[config.mk]
export PLATFORM = sky130hd
export DESIGN_NAME = switch_debounce_press_events
export DESIGN_NICKNAME = d
export VERILOG_FILES = /design/src/rtl/core/sdpe_pkg.sv /design/src/rtl/core/sdpe_step.sv /design/src/rtl/core/switch_debounce_press_events.sv
export SDC_FILE = /design/constraint.sdc
export NUM_CORES = 1
export LEC_CHECK = 0
export BUFFER_PORTS_ARGS = -buffer_cell sky130_fd_sc_hd__buf_4
export CORE_ASPECT_RATIO = 1.4
export CORE_MARGIN = 2
export CORE_UTILIZATION = 60
export DETAILED_ROUTE_END_ITERATION = 7
export HOLD_SLACK_MARGIN = 0.02
export PLACE_DENSITY_LB_ADDON = 0.15
export SYNTH_ARGS = -nofsm -noshare
export SYNTH_HDL_FRONTEND = slang
export SYNTH_HIERARCHICAL = 1
export SYNTH_SLANG_ARGS = --single-unit
export TNS_END_PERCENT = 100
[constraint.sdc]
create_clock -name clk -period 10.9 [get_ports clk]
set_input_delay 2.18 -clock clk [delete_from_list [all_inputs] [get_ports clk]]
set_output_delay 2.18 -clock clk [all_outputs]
set_load 0.05 [all_outputs]
[src/rtl/core/sdpe_pkg.sv]
// Shared types and constants for the switch debounce / press event block.
// Holds the register map, the state and result records and the reset values.
// No dependencies.
`default_nettype none

package sdpe_pkg;

  localparam int IN_TDATA_W  = 16;
  localparam int OUT_TDATA_W = 56;
  localparam int CFG_ADDR_W  = 3;
  localparam int CFG_DATA_W  = 16;

  // Register map
  localparam logic [CFG_ADDR_W-1:0] REG_OPEN_VALUE     = 3'd0;
  localparam logic [CFG_ADDR_W-1:0] REG_DEBOUNCE_TICKS = 3'd1;
  localparam logic [CFG_ADDR_W-1:0] REG_REPEAT_RATE    = 3'd2;
  localparam logic [CFG_ADDR_W-1:0] REG_REPEAT_START   = 3'd3;
  localparam logic [CFG_ADDR_W-1:0] REG_DOUBLE_WINDOW  = 3'd4;
  localparam logic [CFG_ADDR_W-1:0] REG_LONG_PRESS     = 3'd5;

  // Register reset values
  localparam logic [7:0]  RST_OPEN_VALUE     = 8'd0;
  localparam logic [7:0]  RST_DEBOUNCE_TICKS = 8'd5;
  localparam logic [7:0]  RST_REPEAT_RATE    = 8'd10;
  localparam logic [15:0] RST_REPEAT_START   = 16'd500;
  localparam logic [15:0] RST_DOUBLE_WINDOW  = 16'd300;
  localparam logic [15:0] RST_LONG_PRESS     = 16'd1000;

  typedef struct packed {
    logic [7:0]  open_value;
    logic [7:0]  debounce_ticks;
    logic [7:0]  repeat_rate;
    logic [15:0] repeat_start_ticks;
    logic [15:0] double_window_ticks;
    logic [15:0] long_press_ticks;
  } sdpe_cfg_t;

  typedef struct packed {
    logic [15:0] ticks;
    logic [7:0]  raw_previous;
    logic [15:0] change_time;
    logic        active;
    logic [7:0]  debounced_value;
    logic [15:0] valid_change_time;
    logic [7:0]  pressed_key;
    logic [15:0] last_press_time;
    logic        double_seen;
    logic [7:0]  presses;
    logic        toggler;
    logic [7:0]  repeat_countdown;
    logic [7:0]  repeats;
    logic        long_held;
    logic [7:0]  releases;
  } sdpe_state_t;

  typedef struct packed {
    logic clear_double;
    logic clear_repeats;
    logic clear_released;
    logic clear_pressed;
  } sdpe_clr_t;

  // Declared high field first so key_code lands in the low bits.
  typedef struct packed {
    logic [15:0] tick_count;
    logic        toggle_flag;
    logic        long_flag;
    logic        double_flag;
    logic [7:0]  press_and_repeat_count;
    logic [7:0]  release_count;
    logic [7:0]  press_count;
    logic [7:0]  key_code;
  } sdpe_result_t;

  localparam int RESULT_W = $bits(sdpe_result_t);

endpackage

`default_nettype wire

[src/rtl/core/sdpe_step.sv]
// Next-state logic for one item: on a scan tick, tick, debounce, press/release
// events, long press and auto-repeat; on every item, then the requested clears.
// Depends on sdpe_pkg.
`default_nettype none

module sdpe_step
  import sdpe_pkg::*;
(
  input  sdpe_state_t  st_i,
  input  sdpe_cfg_t    cfg_i,
  input  logic         kind_i,
  input  logic [7:0]   sw_i,
  input  sdpe_clr_t    clr_i,
  output sdpe_state_t  st_o,
  output sdpe_result_t res_o
);

  sdpe_state_t s;
  logic [15:0] t;
  logic [15:0] since_change;
  logic [15:0] since_press;
  logic [7:0]  cd_dec;
  logic        valid_now;

  always_comb begin
    s            = st_i;
    t            = st_i.ticks + 16'd1;
    since_change = 16'd0;
    since_press  = 16'd0;
    cd_dec       = st_i.repeat_countdown - 8'd1;
    valid_now    = 1'b0;

    if (!kind_i) begin
      s.ticks = t;
      if (sw_i != s.raw_previous) begin
        s.raw_previous = sw_i;
        s.change_time  = t;
        s.active       = 1'b1;
      end
      since_change = t - s.change_time;
      if (s.active && (since_change >= {8'd0, cfg_i.debounce_ticks})) begin
        if (sw_i != s.debounced_value) begin
          s.debounced_value   = sw_i;
          s.valid_change_time = t;
        end
        // value became valid on this very tick
        valid_now = (s.valid_change_time == t);
        if (sw_i != cfg_i.open_value) begin
          if (valid_now) begin
            since_press = t - s.last_press_time;
            if ((sw_i == s.pressed_key) && (since_press < cfg_i.double_window_ticks)) begin
              s.double_seen = 1'b1;
            end
            s.last_press_time = t;
            s.pressed_key     = sw_i;
            s.presses         = s.presses + 8'd1;
            s.toggler         = ~s.toggler;
          end
          if (since_change > cfg_i.repeat_start_ticks) begin
            if (cd_dec == 8'd0) begin
              s.repeat_countdown = cfg_i.repeat_rate;
              s.repeats          = s.repeats + 8'd1;
            end else begin
              s.repeat_countdown = cd_dec;
            end
          end
          if (since_change > cfg_i.long_press_ticks) begin
            s.long_held = 1'b1;
          end
        end else begin
          if (valid_now) begin
            s.releases = s.releases + 8'd1;
          end
          s.active    = 1'b0;
          s.long_held = 1'b0;
        end
      end
    end

    res_o.key_code               = s.pressed_key;
    res_o.press_count            = s.presses;
    res_o.release_count          = s.releases;
    res_o.press_and_repeat_count = s.presses + s.repeats;
    res_o.double_flag            = s.double_seen;
    res_o.long_flag              = s.long_held;
    res_o.toggle_flag            = s.toggler;
    res_o.tick_count             = s.ticks;

    // clears act after the result is taken
    st_o = s;
    if (clr_i.clear_pressed || clr_i.clear_repeats) begin
      st_o.presses = 8'd0;
    end
    if (clr_i.clear_repeats) begin
      st_o.repeats = 8'd0;
    end
    if (clr_i.clear_released) begin
      st_o.releases = 8'd0;
    end
    if (clr_i.clear_double) begin
      st_o.double_seen = 1'b0;
    end
  end

endmodule

`default_nettype wire

[src/rtl/core/switch_debounce_press_events.sv]
// Switch debounce and press event tracker: one scan tick per scan transfer.
// Input stream: in_tuser = kind (0 = scan tick with sample, 1 = read only);
//   in_tdata = switch_value, clear_pressed, clear_released, clear_repeats,
//   clear_double (low bit up).
// Output stream: one result per input transfer with key code, counters and
//   flags as they stand after the tick, before the clears in that item.
// The state and the result register update at the edge that accepts the
// item. Throughput is one item per cycle while the receiver does not stall;
// the state update is a single pass of compares and 16-bit subtracts in sdpe_step.
// When the receiver stalls, the result register holds; a new item is taken
// only in a cycle where the held result leaves, so in_tready follows
// out_tready while a result is pending.
// Configuration: cfg_we/cfg_addr/cfg_wdata; the user writes only while idle,
// the block does not enforce it. Writing open_value also reloads the latched
// codes; writing repeat_rate reloads the repeat countdown. Unused addresses are ignored.
// Reset (rst_n low, synchronous) restores register defaults and clears all
// counters and flags; the output is empty afterwards.
`default_nettype none

module switch_debounce_press_events
  import sdpe_pkg::*;
(
  input  wire                    clk,
  input  wire                    rst_n,
  input  wire                    in_tvalid,
  output logic                   in_tready,
  // [7:0] switch_value, [8] clear_pressed, [9] clear_released,
  // [10] clear_repeats, [11] clear_double, [15:12] zero
  input  wire [IN_TDATA_W-1:0]   in_tdata,
  // [0] kind
  input  wire                    in_tuser,
  output logic                   out_tvalid,
  input  wire                    out_tready,
  // [7:0] key_code, [15:8] press_count, [23:16] release_count,
  // [31:24] press_and_repeat_count, [32] double_flag, [33] long_flag,
  // [34] toggle_flag, [50:35] tick_count, [55:51] zero
  output logic [OUT_TDATA_W-1:0] out_tdata,
  input  wire                    cfg_we,
  input  wire [CFG_ADDR_W-1:0]   cfg_addr,
  input  wire [CFG_DATA_W-1:0]   cfg_wdata
);

  sdpe_cfg_t    cfg_r, cfg_nxt;
  sdpe_state_t  st_r, st_nxt;
  sdpe_state_t  step_st;
  sdpe_result_t step_res;
  sdpe_clr_t    clr;
  logic         out_valid_r;
  logic [OUT_TDATA_W-1:0] out_data_r;
  logic         in_fire;

  assign in_tready = ~out_valid_r | out_tready;
  assign in_fire   = in_tvalid & in_tready;

  assign clr.clear_pressed  = in_tdata[8];
  assign clr.clear_released = in_tdata[9];
  assign clr.clear_repeats  = in_tdata[10];
  assign clr.clear_double   = in_tdata[11];

  sdpe_step u_step (
    .st_i   (st_r),
    .cfg_i  (cfg_r),
    .kind_i (in_tuser),
    .sw_i   (in_tdata[7:0]),
    .clr_i  (clr),
    .st_o   (step_st),
    .res_o  (step_res)
  );

  always_comb begin
    cfg_nxt = cfg_r;
    st_nxt  = in_fire ? step_st : st_r;
    if (cfg_we) begin
      unique case (cfg_addr)
        REG_OPEN_VALUE: begin
          cfg_nxt.open_value     = cfg_wdata[7:0];
          st_nxt.raw_previous    = cfg_wdata[7:0];
          st_nxt.debounced_value = cfg_wdata[7:0];
          st_nxt.pressed_key     = cfg_wdata[7:0];
        end
        REG_DEBOUNCE_TICKS: cfg_nxt.debounce_ticks = cfg_wdata[7:0];
        REG_REPEAT_RATE: begin
          cfg_nxt.repeat_rate     = cfg_wdata[7:0];
          st_nxt.repeat_countdown = cfg_wdata[7:0];
        end
        REG_REPEAT_START:  cfg_nxt.repeat_start_ticks  = cfg_wdata;
        REG_DOUBLE_WINDOW: cfg_nxt.double_window_ticks = cfg_wdata;
        REG_LONG_PRESS:    cfg_nxt.long_press_ticks    = cfg_wdata;
        default: ;
      endcase
    end
  end

  always_ff @(posedge clk) begin
    if (!rst_n) begin
      cfg_r.open_value          <= RST_OPEN_VALUE;
      cfg_r.debounce_ticks      <= RST_DEBOUNCE_TICKS;
      cfg_r.repeat_rate         <= RST_REPEAT_RATE;
      cfg_r.repeat_start_ticks  <= RST_REPEAT_START;
      cfg_r.double_window_ticks <= RST_DOUBLE_WINDOW;
      cfg_r.long_press_ticks    <= RST_LONG_PRESS;
      st_r.ticks                <= 16'd0;
      st_r.raw_previous         <= RST_OPEN_VALUE;
      st_r.change_time          <= 16'd0;
      st_r.active               <= 1'b0;
      st_r.debounced_value      <= RST_OPEN_VALUE;
      st_r.valid_change_time    <= 16'd0;
      st_r.pressed_key          <= RST_OPEN_VALUE;
      st_r.last_press_time      <= 16'd0;
      st_r.double_seen          <= 1'b0;
      st_r.presses              <= 8'd0;
      st_r.toggler              <= 1'b0;
      st_r.repeat_countdown     <= RST_REPEAT_RATE;
      st_r.repeats              <= 8'd0;
      st_r.long_held            <= 1'b0;
      st_r.releases             <= 8'd0;
      out_valid_r               <= 1'b0;
    end else begin
      cfg_r <= cfg_nxt;
      st_r  <= st_nxt;
      if (in_fire) begin
        out_valid_r <= 1'b1;
      end else if (out_tready) begin
        out_valid_r <= 1'b0;
      end
    end
  end

  always_ff @(posedge clk) begin
    if (in_fire) begin
      out_data_r <= {{(OUT_TDATA_W-RESULT_W){1'b0}}, step_res};
    end
  end

  assign out_tvalid = out_valid_r;
  assign out_tdata  = out_data_r;

`ifndef ASSERT_OFF
  a_tick_advance: assert property (@(posedge clk) disable iff (!rst_n)
    (in_fire && !in_tuser) |=> (st_r.ticks == $past(st_r.ticks) + 16'd1))
    else $error("tick count did not advance on scan transfer");

  a_read_only_hold: assert property (@(posedge clk) disable iff (!rst_n)
    (in_fire && in_tuser) |=> $stable(st_r.ticks) && $stable(st_r.active))
    else $error("read-only transfer changed tick state");

  a_long_needs_active: assert property (@(posedge clk) disable iff (!rst_n)
    st_r.long_held |-> st_r.active)
    else $error("long press flagged while inactive");

  a_result_loaded: assert property (@(posedge clk) disable iff (!rst_n)
    in_fire |=> (out_tvalid && (out_tdata[50:35] == st_r.ticks)))
    else $error("result tick count does not match state");
`endif

endmodule

`default_nettype wire
# After elaboration in Yosys (flattened, before gate mapping)
# Index checks and enable logic that the tools add are counted.
# totals
reg_bits,248
latchBits,0
mem_bits_rw,0
rom_bits,0
input_bits,41
out_inout_bits,58
mem_count,0
# classes
n_addsub,8
multipliers,0
div,0
n_lt_le_gt_ge,4
eq_ne,10
shifts,0
mux,33
n_bitwise,5
n_reduce_logical,15
# ops
op,n
2-to-1 mux 124 bit,1
2-to-1 mux 8 bit,15
2-to-1 mux 108 bit,1
2-to-1 mux 84 bit,1
2-to-1 mux 24 bit,3
2-to-1 mux 25 bit,2
2-to-1 mux 50 bit,1
2-to-1 mux 34 bit,1
> comparator 16 bit,2
subtractor 16 bit,2
"adder 8 x 1 -> 8 bit, second input constant",3
!= test 8 bit,3
"adder 16 x 1 -> 16 bit, second input constant",1
== test 16 bit,1
>= comparator 16 x 8 -> 1 bit,1
less-than comparator 16 bit,1
2-to-1 mux 16 bit,1
AND reduction 2 bit,7
adder 8 bit,1
== test 8 bit,1
logical NOT 8 bit,1
"subtractor 8 x 1 -> 8 bit, second input constant",1
2-to-1 mux 1 bit,7
"== test 3 x 2 -> 1 bit, second input constant",2
11 further kinds,15

# Depth between registers and ports, before layout
# Gate-level depths: netlist of the first run.
# depth
ltp_word,17
depth_mapped,37
mapped_depth_nobuf,35

# Modules after synthesis
# The synthesis of the first run kept the hierarchy.
# modules_own_cells
mod,n_inst,cells_each,area_each_um2,seq_area_each_um2
switch_debounce_press_events,1,938,8893.5,5475.3
sdpe_step,1,1021,6951.7,0.0

# Worst setup path after synthesis of the first run
# No wires, ideal clock.
# synth_timing
path_type,input to register
startpoint,in in_tdata[0]
endpoint,"reg out_data_r[31], in the netlist out_tdata[31] (data pin)"
arrival_ps,8944
t_required_ps,10640
slack_ps,1696
cell_stages,35
path_cell_list,buf_4 -> xor2_1 -> nor4_2 -> nand2_2 -> clkbuf_1 -> nand2_1 -> o21ai_0 -> ha_1 -> or2_2 -> and2_1 -> o221ai_1 -> o2111a_1 -> a2111oi_0 -> a211oi_1 -> inv_1 -> ha_1 -> and3_1 -> nand3_1 -> nor2_1 -> a221o_1 -> a31oi_1 -> o31ai_1 -> nand3_1 -> nor4b_4 -> mux2i_1 -> inv_1 -> ha_1 -> a21o_1 -> a21oi_1 -> o21bai_1 -> a21oi_1 -> o21bai_1 -> a21oi_1 -> xnor3_1 -> xnor2_1
# synth_rtl
element,line_no,source
from (decl),switch_debounce_press_events.sv:29,"input wire [IN_TDATA_W-1:0] in_tdata,"
to (signal assigned),switch_debounce_press_events.sv:131,"out_data_r <= {{(OUT_TDATA_W-RESULT_W){1'b0}}, step_res};"
to (decl),switch_debounce_press_events.sv:49,logic [OUT_TDATA_W-1:0] out_data_r;

==> metrics.txt, run 1 <==
# TYPE chip_impl_metric gauge
chip_impl_metric{name="final_layout_size_suffix_gt1_frac",unit=""} 0.1091
chip_impl_metric{name="relSlewSlack",unit=""} 0.2256
chip_impl_metric{name="finalSetupViolCount",unit=""} 0
chip_impl_metric{name="viasPerCell",unit=""} 5.701
chip_impl_info{name="rsz0062_at_grt",value="false"} 1
chip_impl_metric{name="cts_hold_buffers",unit=""} 0
chip_impl_metric{name="cts_buffers",unit=""} 25
chip_impl_info{name="crit_type",value="in -> reg"} 1
chip_impl_metric{name="cts_htree_levels",unit=""} 1
chip_impl_metric{name="die_x",unit="um"} 141.3
chip_impl_metric{name="synth.cell_area",unit="sq um"} 15850
chip_impl_metric{name="grt_remaining_overflow",unit=""} 0
chip_impl_info{name="yosys_most_used_dff",value="dfxtp_1"} 1
chip_impl_metric{name="placement_rows",unit=""} 70
chip_impl_metric{name="die_height",unit="um"} 196.3
chip_impl_metric{name="number_of_nets_still_failing_antenna_checks_after_routing",unit=""} 0
chip_impl_metric{name="cts.clk_slew.worst_paths",unit="ns"} 0.07
chip_impl_metric{name="fin_skew",unit="ns"} 0.02728
chip_impl_metric{name="initialDrtViolationCount",unit=""} 850
chip_impl_metric{name="postCtsResizedCells",unit=""} 0
chip_impl_metric{name="post-route-cell-area",unit="sq um"} 17180
chip_impl_metric{name="routability_congestion",unit=""} 0.8597
chip_impl_metric{name="number_of_max_capacitance_violations_reported",unit=""} 0
chip_impl_metric{name="synthesized_area_per_cell",unit="sq um"} 8.088
chip_impl_metric{name="critPathMaxStageDelay",unit="ns"} 0.53
chip_impl_metric{name="power-per-cell-area",unit="nW/um^2"} 141.8
chip_impl_metric{name="r2r_cells",unit=""} 32
chip_impl_info{name="critPathCaptureType",value="flip-flop"} 1
chip_impl_metric{name="final_period_minus_worst_setup_slack",unit="ns"} 9.527
chip_impl_metric{name="design.portCount",unit=""} 99
chip_impl_metric{name="core-area",unit="sq um"} 26010
chip_impl_metric{name="switching_share_of_total_power",unit=""} 0.3028
chip_impl_metric{name="clockPowerShare",unit=""} 0.371
chip_impl_metric{name="num_antenna_cells",unit=""} 0
chip_impl_metric{name="synth-async-reset-ratio",unit=""} 0
chip_impl_metric{name="netlist_cell_types",unit=""} 93
chip_impl_metric{name="total_placed_instance_area",unit="sq um"} 16330
chip_impl_metric{name="floorplan.initialDensity",unit=""} 0.6091
chip_impl_metric{name="p_leak",unit="nW"} 6.954
chip_impl_metric{name="min_period_over_period",unit=""} 0.8740
chip_impl_metric{name="switching_power",unit="uW"} 737.7
chip_impl_metric{name="fmaxAchievable",unit="MHz"} 105.0
chip_impl_metric{name="layout.cells.non_filler",unit=""} 2303
chip_impl_metric{name="buffer_ports.inserted",unit=""} 89
chip_impl_metric{name="data_required_time_of_the_worst_path",unit="ns"} 11.21
chip_impl_metric{name="finalHoldViolations",unit=""} 0
chip_impl_metric{name="dpl.hpwl",unit="um"} 25970
chip_impl_metric{name="clock-sinks",unit=""} 248
chip_impl_info{name="hold_path.class",value="reg -> reg"} 1
chip_impl_metric{name="routed_wl",unit="um"} 37460
chip_impl_metric{name="grt_antenna_before_repair",unit=""} 0
chip_impl_metric{name="placed_cells",unit=""} 2257
chip_impl_metric{name="final-max-slew-violation-count",unit=""} 0
chip_impl_metric{name="sequentialPowerShare",unit=""} 0.412
chip_impl_metric{name="ir_worst_vdd",unit="mV"} 0.1205
chip_impl_metric{name="synth-edff-count",unit=""} 51
chip_impl_metric{name="route.detailed.drc",unit=""} 0
chip_impl_info{name="critical-path-slowest-cell",value="nor4_2"} 1
chip_impl_metric{name="grt_util_all_layers",unit=""} 0.2679
chip_impl_metric{name="synth-seq-cells",unit=""} 248
chip_impl_metric{name="post_cts.repair.setup_buffers",unit=""} 0
chip_impl_metric{name="internal_power",unit="mW"} 1.699
chip_impl_metric{name="drt_pass1_iterations",unit=""} 5
chip_impl_metric{name="worst-r2r-setup-slack",unit="ns"} 2.16
chip_impl_metric{name="syn_inst",unit=""} 1959
chip_impl_info{name="run_status",value="finished clean"} 1
chip_impl_info{name="clock_root_buffer",value="clkbuf_16"} 1
chip_impl_metric{name="combPwrFrac",unit=""} 0.218
chip_impl_metric{name="final.fill_count",unit=""} 2259
chip_impl_metric{name="worst_pin_slew",unit="ns"} 1.155
chip_impl_metric{name="via_count",unit=""} 13130
chip_impl_metric{name="yosysWarningCount",unit=""} 6
chip_impl_metric{name="grt_max_degree",unit=""} 125
chip_impl_metric{name="clk_latency",unit="ns"} 0.55
chip_impl_metric{name="wire_length_per_cell",unit="um"} 16.27
chip_impl_metric{name="number_of_nets_in_the_layout",unit=""} 2092
chip_impl_metric{name="synth_sequential_area_ratio",unit=""} 0.3455
chip_impl_metric{name="endpoint_arrival_time_on_the_critical_path",unit="ns"} 9.83
chip_impl_metric{name="ctsLongestPathBuffers",unit=""} 3
chip_impl_metric{name="area_growth",unit="%"} 8.394
chip_impl_info{name="tritoncts",value="built"} 1
chip_impl_info{name="critical_path.startpoint_type",value="input port"} 1
chip_impl_metric{name="grt_first_pass_wirelength",unit="um"} 61440
chip_impl_metric{name="finish.utilization",unit=""} 0.6603
chip_impl_metric{name="critPathMaxFanout",unit=""} 15
chip_impl_metric{name="die-area",unit="sq um"} 27740
chip_impl_metric{name="first_global_vias",unit=""} 12530
chip_impl_metric{name="fin_tns_setup",unit="ns"} 0
chip_impl_metric{name="min_delay_path_depth",unit=""} 2
[cells in the final DEF (no fill, tap or decap), types with 6 or more instances in the layout]
cell and count:
nor2b_1 30, or3_1 7, a31oi_1 44, o21a_1 9, mux2_2 29, a211oi_1 6, a21boi_1 23, ha_1 89
xnor2_1 75, a21oi_1 69, nor2_1 86, a21o_1 13, nand2b_1 16, nand4_1 18, nor3_1 18, nor4_1 11
and2_1 7, inv_1 118, buf_4 106, nand3_1 45, o21ai_0 79, clkbuf_16 25, dfxtp_1 197, edfxtp_1 51
nand2_1 470, xor2_1 47, clkinv_2 6, and3_1 15, a21boi_0 126, mux2i_1 7, o21ai_1 8
[cell type report]
type / instances / area (sq um) / area share
Timing Repair Buffer: 106 / 795.8 / 0.04633
Tap cell: 324 / 405.4 / 0.02360
Clock buffer: 29 / 650.6 / 0.03788
Multi-Input combinational cell: 1459 / 9199 / 0.5356
Sequential cell: 248 / 5475 / 0.3188
Inverter: 120 / 455.4 / 0.02652
Clock inverter: 17 / 193.9 / 0.01129
[stage by stage]
stage	power, mW	hold slack [ns]	setup WS (ns)
after floorplan	1.423	0.4351	1.696
after global placement	1.529	0.4413	1.031
after detailed placement	1.547	0.4491	0.9662
after CTS	2.448	0.4576	1.463
after global routing	2.539	0.4726	0.8542
final	2.436	0.4562	1.373
[worst max-delay path: cells and delay by family]
kind	cells	cell delay, ns
multiplexers	1	0.44
AO/OA/AOI/OAI	14	2.75
AND/OR/NAND/NOR	9	1.96
XOR/XNOR	3	0.65
adder cells (fa/ha/maj)	3	1.04
buffers and inverters	5	0.82
[cell families (layout without fill, tap and decap cells)]
kind of cell             count (synthesis)  count (layout)  synth area share
AND/OR/NAND/NOR                        768             768            0.2208
AO/OA/AOI/OAI                          421             421            0.1766
buffers and inverters                  256             272           0.07533
flip-flops                             248             248            0.3455
XOR/XNOR                               131             131           0.07865
adder cells (fa/ha/maj)                 96              96           0.07596
multiplexers                            38              38           0.02693
other                                    1               5         0.0002367
[synthesized netlist by cell type, drive strengths merged (14+ instances only)]
master / n / share of area
a31oi: 44 / 0.017
nand3: 47 / 0.015
a21oi: 71 / 0.023
nand2b: 16 / 0.0063
a21boi: 149 / 0.071
nor4: 14 / 0.0073
nand4: 19 / 0.0079
and3: 16 / 0.0066
mux2: 31 / 0.023
nor2: 87 / 0.021
clkbuf: 51 / 0.012
nand2: 474 / 0.11
buf: 85 / 0.035
o21ai: 88 / 0.028
nor2b: 31 / 0.013
xor2: 48 / 0.027
dfxtp: 197 / 0.25
nor3: 21 / 0.0076
inv: 119 / 0.028
edfxtp: 51 / 0.097
ha: 89 / 0.070
xnor2: 78 / 0.045
[layer usage]
layer | vias to the layer above | global-route usage | wire, um
li1 | 6600 | - | -
met1 | 6153 | 0.3365 | 16180
met2 | 300 | 0.4788 | 18680
met3 | 77 | 0.02636 | 1461
met4 | 0 | 0.09111 | 1139
met5 | - | 0 | 0
[sequential cells by signal, summed over array words and instances, names as in the netlist]
name,count
cfg_r,72
out_tdata,51
out_tvalid,1
st_r,124
[path summary, 6_finish.rpt]
path	from	endpoint
worst min register to register	cfg_r[41]	cfg_r[41]
worst min-delay path	cfg_r[41]	cfg_r[41]
worst max register to register	st_r[108]	out_tdata[31]
worst max-delay path	in_tdata[6]	out_tdata[31]
[power groups by stage]
stage | Sequential, mW | Combinational, mW | Clock, mW
global placement | 1.02 | 0.508 | 0
CTS | 1.00 | 0.528 | 0.917
finish | 1.00 | 0.530 | 0.903
global route | 1.01 | 0.580 | 0.951
floorplan | 1.07 | 0.356 | 0
detailed placement | 1.02 | 0.524 | 0
(Power assumes the default switching activity.)
==> inputs of run 2 (changes only) <==
--- a/config.mk
+++ b/config.mk
@@ -5,10 +5,11 @@
 export SDC_FILE = /design/constraint.sdc
 export NUM_CORES = 1
 export LEC_CHECK = 0
+export ABC_AREA = 1
 export BUFFER_PORTS_ARGS = -buffer_cell sky130_fd_sc_hd__buf_4
 export CORE_ASPECT_RATIO = 1.4
 export CORE_MARGIN = 2
-export CORE_UTILIZATION = 60
+export CORE_UTILIZATION = 55
 export DETAILED_ROUTE_END_ITERATION = 7
 export HOLD_SLACK_MARGIN = 0.02
 export PLACE_DENSITY_LB_ADDON = 0.15
==> metrics.txt, run 2 <==
# TYPE chip_impl_metric gauge
chip_impl_metric{name="number_of_nets_still_failing_antenna_checks_after_routing",unit=""} 0
chip_impl_metric{name="fin_tns_setup",unit="ns"} 0
chip_impl_metric{name="synthesized_area_per_cell",unit="sq um"} 6.702
chip_impl_metric{name="cts_hold_buffers",unit=""} 0
chip_impl_metric{name="synth.cell_area",unit="sq um"} 16350
chip_impl_metric{name="register_area",unit="sq um"} 5475
chip_impl_metric{name="synth-seq-cells",unit=""} 248
chip_impl_metric{name="min_period_over_period",unit=""} 0.7679
chip_impl_metric{name="grt_antenna_before_repair",unit=""} 0
chip_impl_metric{name="ctsLongestPathBuffers",unit=""} 3
chip_impl_metric{name="drt_pass1_iterations",unit=""} 6
chip_impl_metric{name="dpl.hpwl",unit="um"} 30150
chip_impl_metric{name="finalSetupViolCount",unit=""} 0
chip_impl_metric{name="die_height",unit="um"} 208.0
chip_impl_metric{name="critPathMaxFanout",unit=""} 20
chip_impl_info{name="rsz0062_at_grt",value="false"} 1
chip_impl_info{name="yosysMostFrequentCell",value="nand2_1"} 1
chip_impl_info{name="most_frequent_cell_on_the_critical_path",value="nand2_1"} 1
chip_impl_metric{name="p_leak",unit="nW"} 8.663
chip_impl_metric{name="switching_power",unit="uW"} 920.2
chip_impl_metric{name="design.portCount",unit=""} 99
chip_impl_metric{name="sequentialPowerShare",unit=""} 0.379
chip_impl_metric{name="initialDrtViolationCount",unit=""} 897
chip_impl_metric{name="multi_input_gate_area_in_the_final_layout",unit="sq um"} 8803
chip_impl_info{name="tritoncts",value="built"} 1
chip_impl_metric{name="core-area",unit="sq um"} 29260
chip_impl_metric{name="netlist_cell_types",unit=""} 56
chip_impl_metric{name="routed_wl",unit="um"} 42610
chip_impl_info{name="synthDominantAreaCellType",value="dfxtp_1"} 1
chip_impl_metric{name="data_required_time_of_the_worst_path",unit="ns"} 11.21
chip_impl_metric{name="total_placed_instance_area",unit="sq um"} 16840
chip_impl_info{name="layout.cells.most_common",value="nand2_1"} 1
chip_impl_metric{name="endpoint_arrival_time_on_the_critical_path",unit="ns"} 8.68
chip_impl_metric{name="clockPowerShare",unit=""} 0.355
chip_impl_metric{name="min_delay_path_depth",unit=""} 2
chip_impl_metric{name="worst_pin_slew",unit="ns"} 1.143
chip_impl_metric{name="via_count",unit=""} 15250
chip_impl_metric{name="layout.cells.non_filler",unit=""} 2842
chip_impl_metric{name="routability_congestion",unit=""} 0.9062
chip_impl_metric{name="final_layout_size_suffix_gt1_frac",unit=""} 0.09017
chip_impl_metric{name="postCtsResizedCells",unit=""} 0
chip_impl_metric{name="grt_max_degree",unit=""} 91
chip_impl_metric{name="cts_buffers",unit=""} 26
chip_impl_metric{name="number_of_max_capacitance_violations_reported",unit=""} 0
chip_impl_info{name="synth.cells.most_frequent",value="nand2_1 (528), inv_1 (333), nor2_1 (325)"} 1
chip_impl_metric{name="cts_htree_levels",unit=""} 1
chip_impl_metric{name="r2r_cells",unit=""} 48
chip_impl_metric{name="viasPerCell",unit=""} 5.365
chip_impl_metric{name="clk_latency",unit="ns"} 0.56
chip_impl_metric{name="route.detailed.drc",unit=""} 0
chip_impl_metric{name="synth-async-reset-ratio",unit=""} 0
chip_impl_metric{name="buffer_ports.inserted",unit=""} 89
chip_impl_metric{name="design_power_total",unit="mW"} 2.768
chip_impl_metric{name="yosys.area.top_type_share",unit=""} 0.2412
chip_impl_metric{name="fin_skew",unit="ns"} 0.01631
chip_impl_info{name="critical-path-slowest-cell",value="nor2_2"} 1
chip_impl_metric{name="internal_power",unit="mW"} 1.848
chip_impl_metric{name="cts.clk_slew.worst_paths",unit="ns"} 0.06
chip_impl_metric{name="post-route-cell-area",unit="sq um"} 17780
chip_impl_metric{name="placed_cells",unit=""} 2794
chip_impl_info{name="hold_path.class",value="reg -> reg"} 1
chip_impl_info{name="crit_type",value="in -> reg"} 1
chip_impl_metric{name="grt_first_pass_wirelength",unit="um"} 69190
chip_impl_metric{name="clock-sinks",unit=""} 248
chip_impl_info{name="run_status",value="finished clean"} 1
chip_impl_metric{name="switching_share_of_total_power",unit=""} 0.3324
chip_impl_info{name="critical_path.startpoint_type",value="input port"} 1
chip_impl_metric{name="syn_inst",unit=""} 2440
chip_impl_metric{name="placement_rows",unit=""} 74
chip_impl_metric{name="place_worst_setup_slack",unit="ns"} 2.067
chip_impl_metric{name="finish.utilization",unit=""} 0.6077
chip_impl_metric{name="grt_util_all_layers",unit=""} 0.2725
chip_impl_metric{name="synth-edff-count",unit=""} 51
chip_impl_info{name="registers.top_by_ff_count",value="st_r"} 1
chip_impl_info{name="synth.top_cells.by_area",value="dfxtp_1 (24%), nand2_1 (12%), edfxtp_1 (9.4%)"} 1
chip_impl_metric{name="floorplan.initialDensity",unit=""} 0.5589
chip_impl_metric{name="grt_remaining_overflow",unit=""} 0
chip_impl_metric{name="synth_sequential_area_ratio",unit=""} 0.3348
chip_impl_metric{name="power-per-cell-area",unit="nW/um^2"} 155.7
chip_impl_info{name="critPathCaptureType",value="flip-flop"} 1
chip_impl_metric{name="die_x",unit="um"} 149.7
chip_impl_metric{name="critPathMaxStageDelay",unit="ns"} 0.72
chip_impl_metric{name="final_period_minus_worst_setup_slack",unit="ns"} 8.370
chip_impl_metric{name="relSlewSlack",unit=""} 0.2349
chip_impl_info{name="clock_root_buffer",value="clkbuf_16"} 1
chip_impl_metric{name="fmaxAchievable",unit="MHz"} 119.5
chip_impl_metric{name="hold-worst-slack",unit="ns"} 0.4599
chip_impl_metric{name="die-area",unit="sq um"} 31150
chip_impl_metric{name="finalHoldViolations",unit=""} 0
chip_impl_info{name="yosys_most_used_dff",value="dfxtp_1"} 1
chip_impl_metric{name="ir_worst_vdd",unit="mV"} 0.1586
chip_impl_metric{name="max_ffs_per_register",unit=""} 124
chip_impl_info{name="final_cell_mix",value="nand2_1 (527), inv_1 (333), nor2_1 (325)"} 1
chip_impl_metric{name="first_global_vias",unit=""} 14230
chip_impl_metric{name="yosysWarningCount",unit=""} 6
chip_impl_metric{name="setup_slack",unit="ns"} 2.530
chip_impl_metric{name="final-max-slew-violation-count",unit=""} 0
chip_impl_metric{name="final.fill_count",unit=""} 2822
chip_impl_metric{name="combPwrFrac",unit=""} 0.266
chip_impl_metric{name="post_cts.repair.setup_buffers",unit=""} 0
chip_impl_metric{name="area_growth",unit="%"} 8.723
chip_impl_metric{name="num_antenna_cells",unit=""} 0
chip_impl_metric{name="wire_length_per_cell",unit="um"} 14.99
chip_impl_metric{name="number_of_nets_in_the_layout",unit=""} 2574
-- run 2: final timing paths --
| check | from | endpoint | slack, ns |
|---|---|---|---|
| worst min register to register | cfg_r[6] | cfg_r[6] | 0.46 |
| worst max register to register | st_r[102] | out_tdata[31] | 3.89 |
| worst min-delay path | cfg_r[6] | cfg_r[6] | 0.46 |
| worst max-delay path | in_tdata[3] | out_tdata[31] | 2.53 |
-- run 2: area by class of cell --
type,instances,share of cell area
Multi-Input combinational cell,1709,0.4951
Sequential cell,248,0.3080
Inverter,359,0.07593
Timing Repair Buffer,98,0.04138
Clock buffer,29,0.03842
Tap cell,380,0.02674
Clock inverter,19,0.01443
-- run 2: metal layers --
metal / up-vias / wire length, um / global-route usage / share of wire
li1: 7764 / - / - / -
met1: 7026 / 17530 / 0.3235 / 0.41
met2: 350 / 21530 / 0.4940 / 0.51
met3: 106 / 1735 / 0.02588 / 0.041
met4: 0 / 1821 / 0.1174 / 0.043
met5: - / 0 / 0 / 0
-- run 2: power by group through the flow --
stage / Combinational [mW] / Sequential [mW] / Clock (mW)
after floorplan: 0.505 / 1.12 / 0
after global placement: 0.711 / 1.07 / 0
after detailed placement: 0.729 / 1.07 / 0
after CTS: 0.734 / 1.05 / 0.999
after global routing: 0.835 / 1.06 / 1.04
final: 0.735 / 1.05 / 0.984
-- run 2: cell families after synthesis --
group / Yosys count / synth area share
muxes: 6 / 0.003673
and+or+nand+nor: 1115 / 0.2917
other: 1 / 0.0002293
DFF: 248 / 0.3348
xor gates and xnor gates: 60 / 0.03259
adders and majority gates: 91 / 0.07054
AOI/OAI and AO/OA: 432 / 0.1383
buffers and inverters: 487 / 0.1282
-- run 2: worst max-delay path: cells and delay by family --
| kind | cells | cell delay, ns |
|---|---|---|
| XOR/XNOR | 1 | 0.41 |
| AND/OR/NAND/NOR | 28 | 3.10 |
| adder cells (fa/ha/maj) | 4 | 1.02 |
| buffers and inverters | 9 | 0.72 |
| AO/OA/AOI/OAI | 7 | 1.26 |
